==> src/rtl/core/assert_macros.svh <==
// assertion macros for the set rtl
`ifndef ASSERT_MACROS_SVH
`define ASSERT_MACROS_SVH

// check on every clock edge outside reset
`define BIS_ASSERT(lbl, prop, msg) \
  lbl: assert property (@(posedge clk) disable iff (rst) prop) else $error(msg);

// check on every clock edge, reset included
`define BIS_ASSERT_ALWAYS(lbl, prop, msg) \
  lbl: assert property (@(posedge clk) prop) else $error(msg);

`endif

==> src/rtl/core/bis_pkg.sv <==
// shared types, codes and widths for the bounded integer set
package bis_pkg;

  // field widths
  localparam int DEPTH_DEF = 64;
  localparam int ACT_W     = 2;
  localparam int VAL_W     = 32;
  localparam int STAT_W    = 2;
  localparam int POS_W     = 6;
  localparam int CNT_W     = 7;
  localparam int CAP_W     = 7;

  localparam logic [CAP_W-1:0] CAP_RESET = 7'd64;

  // request kinds
  localparam logic [ACT_W-1:0] ACT_ADD    = 2'd0;
  localparam logic [ACT_W-1:0] ACT_REMOVE = 2'd1;
  localparam logic [ACT_W-1:0] ACT_QUERY  = 2'd2;

  // result status codes
  localparam logic [STAT_W-1:0] ST_DONE   = 2'd0;
  localparam logic [STAT_W-1:0] ST_DUP    = 2'd1;
  localparam logic [STAT_W-1:0] ST_FULL   = 2'd2;
  localparam logic [STAT_W-1:0] ST_ABSENT = 2'd3;

  // controller states
  typedef enum logic [2:0] {
    S_IDLE,
    S_READ,
    S_CMP,
    S_SHIFT_RD,
    S_SHIFT_WR,
    S_FINISH
  } state_t;

  // commands from controller to datapath
  typedef struct packed {
    logic load_req;
    logic rd_cur;
    logic rd_next;
    logic inc_idx;
    logic set_hit;
    logic wr_shift;
    logic finish;
  } dp_cmd_t;

  // status from datapath to controller
  typedef struct packed {
    logic scan_end;
    logic match;
    logic shift_end;
    logic is_remove;
    logic out_busy;
  } dp_stat_t;

endpackage

==> src/rtl/core/bis_ctrl.sv <==
// controller state machine for the bounded integer set
module bis_ctrl (
  input  logic              clk,
  input  logic              rst,
  input  logic              in_valid,
  output logic              in_stall,
  input  bis_pkg::dp_stat_t stat,
  output bis_pkg::dp_cmd_t  cmd
);
  import bis_pkg::*;

  state_t state;
  state_t state_next;

  // state register
  always_ff @(posedge clk) begin
    if (rst) begin
      state <= S_IDLE;
    end else begin
      state <= state_next;
    end
  end

  // next state and commands
  always_comb begin
    state_next = state;
    cmd        = '0;
    unique case (state)
      S_IDLE: begin
        if (in_valid) begin
          cmd.load_req = 1'b1;
          state_next   = S_READ;
        end
      end
      S_READ: begin
        if (stat.scan_end) begin
          state_next = S_FINISH;
        end else begin
          cmd.rd_cur = 1'b1;
          state_next = S_CMP;
        end
      end
      S_CMP: begin
        if (stat.match) begin
          cmd.set_hit = 1'b1;
          state_next  = stat.is_remove ? S_SHIFT_RD : S_FINISH;
        end else begin
          cmd.inc_idx = 1'b1;
          state_next  = S_READ;
        end
      end
      S_SHIFT_RD: begin
        if (stat.shift_end) begin
          state_next = S_FINISH;
        end else begin
          cmd.rd_next = 1'b1;
          state_next  = S_SHIFT_WR;
        end
      end
      S_SHIFT_WR: begin
        cmd.wr_shift = 1'b1;
        cmd.inc_idx  = 1'b1;
        state_next   = S_SHIFT_RD;
      end
      S_FINISH: begin
        if (!stat.out_busy) begin
          cmd.finish = 1'b1;
          state_next = S_IDLE;
        end
      end
      default: begin
        state_next = S_IDLE;
      end
    endcase
  end

  // one item at a time
  assign in_stall = (state != S_IDLE);

endmodule

==> src/rtl/core/bis_dp.sv <==
// datapath for the bounded integer set: entry memory, count, index and result register
`include "assert_macros.svh"
module bis_dp #(
  parameter int DEPTH = bis_pkg::DEPTH_DEF
) (
  input  logic                        clk,
  input  logic                        rst,
  input  logic                        cfg_valid,
  output logic                        cfg_ready,
  input  logic [bis_pkg::CAP_W-1:0]   cfg_data,
  input  logic [bis_pkg::ACT_W-1:0]   action,
  input  logic signed [bis_pkg::VAL_W-1:0] value,
  output logic                        out_valid,
  input  logic                        out_stall,
  output logic [bis_pkg::STAT_W-1:0]  status,
  output logic                        found,
  output logic [bis_pkg::POS_W-1:0]   position,
  output logic [bis_pkg::CNT_W-1:0]   count,
  input  bis_pkg::dp_cmd_t            cmd,
  output bis_pkg::dp_stat_t           stat
);
  import bis_pkg::*;

  localparam int AW = $clog2(DEPTH);
  localparam int CW = $clog2(DEPTH + 1);
  localparam int MW = (CW > CAP_W) ? CW : CAP_W;
  localparam int PW = (AW > POS_W) ? AW : POS_W;
  localparam logic [CW-1:0] DEPTH_C = CW'(DEPTH);

  logic [VAL_W-1:0] mem [DEPTH];
  logic [VAL_W-1:0] rdata;
  logic [AW-1:0]    raddr;
  logic [AW-1:0]    waddr;
  logic [VAL_W-1:0] wdata;
  logic             we;

  logic [CAP_W-1:0] capacity;
  logic [CW-1:0]    held;
  logic [CW-1:0]    idx;
  logic [CW-1:0]    idx_inc;
  logic [ACT_W-1:0] action_r;
  logic [VAL_W-1:0] value_r;
  logic             hit;
  logic [AW-1:0]    pos;

  logic             is_add;
  logic             is_remove;
  logic             full;
  logic             add_ok;
  logic             rem_ok;
  logic [STAT_W-1:0] status_next;
  logic [CW-1:0]    held_next;
  logic [PW-1:0]    pos_ext;
  logic [MW-1:0]    held_ext;

  assign cfg_ready = 1'b1;

  // capacity register
  always_ff @(posedge clk) begin
    if (rst) begin
      capacity <= CAP_RESET;
    end else if (cfg_valid && cfg_ready) begin
      capacity <= cfg_data;
    end
  end

  // request decode and full check against min(capacity, depth)
  assign is_add    = (action_r == ACT_ADD);
  assign is_remove = (action_r == ACT_REMOVE);
  assign full      = (MW'(held) >= MW'(capacity)) || (held >= DEPTH_C);
  assign add_ok    = is_add && !full && !hit;
  assign rem_ok    = is_remove && hit;
  assign idx_inc   = idx + 1'b1;

  // entry memory ports
  assign raddr = cmd.rd_next ? idx_inc[AW-1:0] : idx[AW-1:0];
  assign waddr = cmd.wr_shift ? idx[AW-1:0] : held[AW-1:0];
  assign wdata = cmd.wr_shift ? rdata : value_r;
  assign we    = cmd.wr_shift || (cmd.finish && add_ok);

  always_ff @(posedge clk) begin
    if (we) begin
      mem[waddr] <= wdata;
    end
  end

  always_ff @(posedge clk) begin
    if (cmd.rd_cur || cmd.rd_next) begin
      rdata <= mem[raddr];
    end
  end

  // request registers, scan index and search result
  always_ff @(posedge clk) begin
    if (cmd.load_req) begin
      action_r <= action;
      value_r  <= value;
      idx      <= '0;
      hit      <= 1'b0;
      pos      <= '0;
    end else begin
      if (cmd.set_hit) begin
        hit <= 1'b1;
        pos <= idx[AW-1:0];
      end
      if (cmd.inc_idx) begin
        idx <= idx_inc;
      end
    end
  end

  // status toward the controller
  assign stat.scan_end  = (idx >= held);
  assign stat.match     = (rdata == value_r);
  assign stat.shift_end = (idx_inc >= held);
  assign stat.is_remove = is_remove;
  assign stat.out_busy  = out_valid && out_stall;

  // result status and count update
  always_comb begin
    held_next = held;
    if (is_add) begin
      if (full) begin
        status_next = ST_FULL;
      end else if (hit) begin
        status_next = ST_DUP;
      end else begin
        status_next = ST_DONE;
        held_next   = held + 1'b1;
      end
    end else if (is_remove) begin
      if (hit) begin
        status_next = ST_DONE;
        held_next   = held - 1'b1;
      end else begin
        status_next = ST_ABSENT;
      end
    end else begin
      status_next = hit ? ST_DONE : ST_ABSENT;
    end
  end

  // entry count
  always_ff @(posedge clk) begin
    if (rst) begin
      held <= '0;
    end else if (cmd.finish) begin
      held <= held_next;
    end
  end

  assign pos_ext  = PW'(pos);
  assign held_ext = MW'(held_next);

  // result register
  always_ff @(posedge clk) begin
    if (rst) begin
      out_valid <= 1'b0;
    end else if (cmd.finish) begin
      out_valid <= 1'b1;
    end else if (!out_stall) begin
      out_valid <= 1'b0;
    end
  end

  always_ff @(posedge clk) begin
    if (cmd.finish) begin
      status   <= status_next;
      found    <= hit;
      position <= pos_ext[POS_W-1:0];
      count    <= held_ext[CNT_W-1:0];
    end
  end

  // checks
  `BIS_ASSERT_ALWAYS(a_held_bound, (rst || held <= DEPTH_C), "entry count above depth")
  `BIS_ASSERT(a_add_grows, (cmd.finish && add_ok) |=> (held == $past(held) + 1'b1), "add did not grow count")
  `BIS_ASSERT(a_rem_shrinks, (cmd.finish && rem_ok) |=> (held == $past(held) - 1'b1), "remove did not shrink count")
  `BIS_ASSERT(a_dup_found, (out_valid && status == ST_DUP) |-> found, "duplicate status without match")

endmodule

==> src/rtl/core/bounded_integer_set.sv <==
// top level of the bounded integer set
// Holds up to min(capacity, DEPTH) signed 32-bit values in insertion order, and serves
// one add, remove or query item at a time. An item searches the entries one by one,
// reading each through the registered read port of the entry memory and comparing it; a
// remove that hits then moves each later entry down one place, through the separate
// write port. The entries searched and moved by a remove that hits add up to the count
// held. The next item is taken as soon as the previous one has left the result
// register's input side; a result waits in the output register while the next item is
// accepted. The entry memory needs no clearing pass after reset. The user must write
// capacity through the cfg port only while no item is in flight; the block does not
// enforce this. Action code three acts as a query.
module bounded_integer_set #(
  parameter int DEPTH = bis_pkg::DEPTH_DEF
) (
  input  logic                        clk,
  input  logic                        rst,
  input  logic                        cfg_valid,
  output logic                        cfg_ready,
  input  logic [bis_pkg::CAP_W-1:0]   cfg_data,
  input  logic                        in_valid,
  output logic                        in_stall,
  input  logic [bis_pkg::ACT_W-1:0]   action,
  input  logic signed [bis_pkg::VAL_W-1:0] value,
  output logic                        out_valid,
  input  logic                        out_stall,
  output logic [bis_pkg::STAT_W-1:0]  status,
  output logic                        found,
  output logic [bis_pkg::POS_W-1:0]   position,
  output logic [bis_pkg::CNT_W-1:0]   count
);
  import bis_pkg::*;

  dp_cmd_t  cmd;
  dp_stat_t stat;

  // sequencer
  bis_ctrl u_ctrl (
    .clk      (clk),
    .rst      (rst),
    .in_valid (in_valid),
    .in_stall (in_stall),
    .stat     (stat),
    .cmd      (cmd)
  );

  // entry storage and result logic
  bis_dp #(
    .DEPTH (DEPTH)
  ) u_dp (
    .clk       (clk),
    .rst       (rst),
    .cfg_valid (cfg_valid),
    .cfg_ready (cfg_ready),
    .cfg_data  (cfg_data),
    .action    (action),
    .value     (value),
    .out_valid (out_valid),
    .out_stall (out_stall),
    .status    (status),
    .found     (found),
    .position  (position),
    .count     (count),
    .cmd       (cmd),
    .stat      (stat)
  );

endmodule
==> config.mk <==
export PLATFORM = sky130hd
export DESIGN_NAME = bounded_integer_set
export DESIGN_NICKNAME = d
export VERILOG_FILES = /design/src/rtl/core/bis_pkg.sv /design/src/rtl/core/bis_ctrl.sv /design/src/rtl/core/bis_dp.sv /design/src/rtl/core/bounded_integer_set.sv
export VERILOG_INCLUDE_DIRS = /design/src /design/src/rtl/core
export SDC_FILE = /design/constraint.sdc
export NUM_CORES = 2
export LEC_CHECK = 0
export ABC_AREA = 1
export BUFFER_PORTS_ARGS = -buffer_cell sky130_fd_sc_hd__buf_2
export CORE_ASPECT_RATIO = 0.9
export CORE_MARGIN = 1.5
export CORE_UTILIZATION = 46
export DETAILED_ROUTE_END_ITERATION = 6
export PLACE_DENSITY = 0.64
export SETUP_SLACK_MARGIN = 0.3
export SLEW_MARGIN = 10
export SYNTH_ARGS = -nofsm -noshare
export SYNTH_HDL_FRONTEND = slang
export SYNTH_HIERARCHICAL = 1
export SYNTH_SLANG_ARGS = --single-unit
==> constraint.sdc <==
create_clock -name clk -period 7.2 [get_ports clk]
set_clock_uncertainty 0.1 [all_clocks]
set_input_delay 0 -clock clk [delete_from_list [all_inputs] [get_ports clk]]
set_output_delay 0 -clock clk [all_outputs]
set_load 0.005 [all_outputs]
==> flow_summary.rst <==
.. list-table::
   :header-rows: 1

   * - Metric
     - Value
   * - Number of gates resized after cts
     - 0
   * - Worst reg-to-reg path cell count
     - 22
   * - Overall overflow remaining after global route
     - 0
   * - Pin slew with the least headroom to its limit
     - 1.37 ns
   * - Mapped Area
     - 95200 um^2
   * - Slew headroom
     - 7.59%
   * - Most frequent cells in the layout
     - sky130_fd_sc_hd__nand2_1, sky130_fd_sc_hd__nand3_1, sky130_fd_sc_hd__edfxtp_1
   * - Final TNS setup
     - 0 ns
   * - Arrival time reported for the critical path endpoint
     - 6.50 ns
   * - Cell type with the highest aggregate area in the netlist
     - sky130_fd_sc_hd__edfxtp_1
   * - Final Wtd Congestion
     - 0.872
   * - Hold Violations, Final
     - 0
   * - Routed via count divided by cell count
     - 5.50
   * - Rows
     - 158
   * - Number of iterations in the first detailed-routing pass
     - 6
   * - Share of the clock period used by the worst path after layout
     - 83.6%
   * - DRC Markers
     - 0
   * - Mapped Cells
     - 9285
   * - Combined area of the multi-input logic cells
     - 21700 um^2
   * - Required @ worst endpoint
     - 7.68 ns
   * - Power Dens Cells
     - 341 nW/um^2
   * - Source-to-sink clock delay at the later pin of the worst-skew pair
     - 0.89 ns
   * - CTS buffer count
     - 216
   * - Share of the synthesized area in compound gates (AO/OA/AOI/OAI)
     - 0.520%
   * - Placed wire-length estimate
     - 160000 um
   * - Fraction of layout cells with a size suffix above 1
     - 7.38%
   * - Critical path launch point
     - u_dp/idx[0]$_SDFFE_PP0P_
   * - Largest cells by area after synthesis
     - sky130_fd_sc_hd__edfxtp_1, sky130_fd_sc_hd__nand3_1, sky130_fd_sc_hd__nand2_1
   * - Maxcap violations
     - 0
   * - Combinational family with the most area after synthesis
     - simple AND/OR/NAND/NOR gates
   * - Setup Fix Bufs, Post-CTS
     - 0
   * - Average wire per cell in the routed design
     - 23.3 um
   * - Nets
     - 9472
   * - Final max-slew violation count
     - 0
   * - EDFF count, synth
     - 2130
   * - Die X-Extent
     - 483 um
   * - Ys Warns
     - 6
   * - # port buffers
     - 63
   * - RSZ-0062 raised after global routing
     - false
   * - Total wire length
     - 287000 um
   * - Total global-route track usage
     - 27.1%
   * - Slack of the worst reg-to-reg path
     - 1.18 ns
   * - Worst supply voltage drop on vdd
     - 0.000251 V
   * - # placed instances
     - 11800
   * - Finish-stage setup viols
     - 0
   * - Max Clock Freq
     - 166 MHz
   * - Core box area
     - 206000 um^2
   * - Fraction of registers with async set/reset
     - 0%
   * - Nets in the synthesized netlist
     - 9355
   * - Drt initial violations
     - 9422
   * - Antenna violations before repair
     - 9
   * - Clock buffer depth
     - 3
   * - Cell chosen for the clock root
     - sky130_fd_sc_hd__clkbuf_16
   * - Share of synthesized cell area in full adder, half adder and majority cells
     - 0.315%
   * - FF+latch area
     - 64600 um^2
   * - Share of the yosys chip area belonging to registers
     - 67.8%
   * - Maximum number of pins on one net before global-route repair
     - 116
   * - Most common cell after layout, fill and taps aside
     - sky130_fd_sc_hd__nand2_1
   * - Leakage
     - 45.1 nW
   * - RR Endpoint
     - u_dp/rdata[17]$_DFFE_PP_
   * - Termination of the worst setup path
     - u_dp/rdata[17]$_DFFE_PP_
   * - Die area
     - 210000 um^2
   * - Total I/O pin count
     - 65
   * - Fill cells
     - 17600
   * - Critical setup path kind
     - flip-flop to flip-flop
   * - Flops & latches, synth
     - 2162
   * - CTS tree
     - done
   * - Share of synthesized area spent on multiplexers
     - 0%
   * - Post-synthesis simple-gate area fraction
     - 20.8%
   * - Global-route wire length before repair
     - 419000 um
   * - Cell Count, Final, Fillers Out
     - 12300
   * - Result of the run
     - complete, no violations
   * - Floorplan die height
     - 435 um
   * - Number of H-tree levels
     - 4
   * - Area grow syn2layout
     - 12.8%
   * - Post-synth cell types
     - 35
   * - Reg-to-reg startpoint
     - u_dp/idx[0]$_SDFFE_PP0P_
   * - Via count of the first global-routing pass
     - 63800
   * - Overall via count from detail_route
     - 67700
   * - Starting Density
     - 46.3%
   * - Top fanout value on the critical path
     - 24
   * - Clock tree sinks
     - 2162
   * - XOR/XNOR Fraction of Synth Area
     - 0.349%
   * - Clock transition at the register clock pins on the worst setup and hold paths after CTS
     - 0.06 ns
   * - Final antenna-violating net count
     - 0
   * - Hold crit path type
     - input pin to flip-flop
   * - Synthesized area per cell
     - 10.3 um^2
   * - CP Capture Type
     - flip-flop
   * - Worst setup SP type
     - flip-flop
   * - Synth Flop Type
     - sky130_fd_sc_hd__edfxtp_1
   * - Min Clock Period, post-route
     - 6.02 ns
   * - Top cell type's share of synthesized area
     - 67.2%
-- cells by family after synthesis --
family	after synthesis
simple gates	4507
buf+inv	2460
flops	2162
compound gates	93
xor+xnor	38
fa+ha+maj	24
other cells	1
-- flip-flops by register name, summed over array words and instances, names as in the netlist, 2 cells and up --
| name | flops |
|---|---|
| u_dp/mem | 2048 |
| u_dp/rdata | 32 |
| u_dp/value_r | 32 |
| u_dp/capacity | 7 |
| u_dp/count | 7 |
| u_dp/held | 7 |
| u_dp/idx | 7 |
| u_dp/pos | 6 |
| u_dp/position | 6 |
| u_ctrl/state | 3 |
| u_dp/action_r | 2 |
| u_dp/status | 2 |
-- synth_stat cells, types with 2 or more instances --
master and n:
sky130_fd_sc_hd__nand2_2 4, sky130_fd_sc_hd__inv_2 4, sky130_fd_sc_hd__nor4_1 6, sky130_fd_sc_hd__nand2_1 2195, sky130_fd_sc_hd__xor2_1 16, sky130_fd_sc_hd__ha_1 24
sky130_fd_sc_hd__dfxtp_1 32, sky130_fd_sc_hd__nand3_1 2142, sky130_fd_sc_hd__nand3b_1 32, sky130_fd_sc_hd__o21ai_0 48, sky130_fd_sc_hd__nor2_1 105, sky130_fd_sc_hd__clkinv_1 2
sky130_fd_sc_hd__buf_1 51, sky130_fd_sc_hd__or2_2 3, sky130_fd_sc_hd__o21ai_1 2, sky130_fd_sc_hd__buf_6 3, sky130_fd_sc_hd__edfxtp_1 2130, sky130_fd_sc_hd__clkbuf_1 112
sky130_fd_sc_hd__nor3_1 2, sky130_fd_sc_hd__buf_4 13, sky130_fd_sc_hd__inv_1 1967, sky130_fd_sc_hd__xnor2_1 22, sky130_fd_sc_hd__o21ai_2 3, sky130_fd_sc_hd__buf_2 307
sky130_fd_sc_hd__a21oi_1 35, sky130_fd_sc_hd__nand4_1 16
-- power breakdown --
part	internal (mW)	switching [mW]	leakage [nW]
Combinational	2.50	7.63	22.4
Sequential	15.3	0.239	19.4
Clock	6.01	4.87	3.28
-- cell type report --
type,instances,area share [%]
clock buffer,270,5.33
sequential,2162,60.2
tap,2720,3.17
multi-input combinational,4663,20.2
inverter,1974,6.91
clock inverter,120,0.921
antenna,1,0.00233
timing repair buffer,385,3.33
-- through the flow --
step / area (um^2) / total power, mW / utilization, % / hold slack [ns] / setup WS, ns
5_1_grt: 107000 / 37.8 / 52.2 / 0.274 / 0.968
2_1_floorplan: 95200 / 21.6 / - / -0.0309 / 1.43
3_5_place_dp: 99700 / 25.6 / 48.4 / 0.0781 / 1.42
4_1_cts: 107000 / 36.4 / 52.2 / 0.215 / 1.37
6_report: 107000 / 36.6 / 52.2 / 0.271 / 1.18
3_3_place_gp: 99600 / 25.5 / 48.4 / 0.0766 / 1.24
-- layer usage --
metal	share of wire, %	up-vias	routed length, um	GRT usage [%]
li1	-	30400	-	-
met1	40	32700	114000	38.0
met2	45	3949	128000	41.8
met3	12	595	34600	5.85
met4	3.5	2	10100	9.49
met5	0.0045	-	13	0
-- critical path, cell delays in order, from the launching register on --
cell and delay [ns]:
sky130_fd_sc_hd__dfxtp_1 0.52, sky130_fd_sc_hd__ha_1 0.25, sky130_fd_sc_hd__nand4_1 0.12, sky130_fd_sc_hd__nor2_1 0.13, sky130_fd_sc_hd__xor2_1 0.21, sky130_fd_sc_hd__inv_1 0.07
sky130_fd_sc_hd__ha_1 0.31, sky130_fd_sc_hd__nand2_1 0.10, sky130_fd_sc_hd__inv_1 0.06, sky130_fd_sc_hd__nand4_1 0.09, sky130_fd_sc_hd__o2111ai_1 0.15, sky130_fd_sc_hd__nor4_2 0.36
sky130_fd_sc_hd__buf_4 0.30, sky130_fd_sc_hd__inv_4 0.13, sky130_fd_sc_hd__nand2_1 0.15, sky130_fd_sc_hd__a21boi_4 0.92, sky130_fd_sc_hd__buf_12 0.33, sky130_fd_sc_hd__buf_4 0.34
sky130_fd_sc_hd__nand3_1 0.11, sky130_fd_sc_hd__nand3_1 0.09, sky130_fd_sc_hd__nand3_1 0.08, sky130_fd_sc_hd__nand3_1 0.57, sky130_fd_sc_hd__nand2_1 0.13
-- what timing repair did --
item / in CTS / in global routing
endpoints found under the hold margin: 104 / 0
hold buffers: 98 / 0
setup endpoints to repair: 0 / 0
-- worst min path at each step --
stage	to	depth (start not counted)	slack, ns	startpoint
4_1_cts	u_dp/value_r[24]$_DFFE_PP_	3	0.21	value[24]
3_5_place_dp	u_dp/action_r[1]$_DFFE_PP_	1	0.08	action[1]
2_1_floorplan	u_ctrl/state[0]$_SDFFE_PP0P_	1	-0.03	rst
6_report	u_dp/value_r[24]$_DFFE_PP_	3	0.27	value[24]
3_3_place_gp	u_dp/value_r[12]$_DFFE_PP_	1	0.08	value[12]
5_1_grt	u_dp/value_r[12]$_DFFE_PP_	3	0.27	value[12]
No activity file was read; power rests on OpenSTA's default activity.
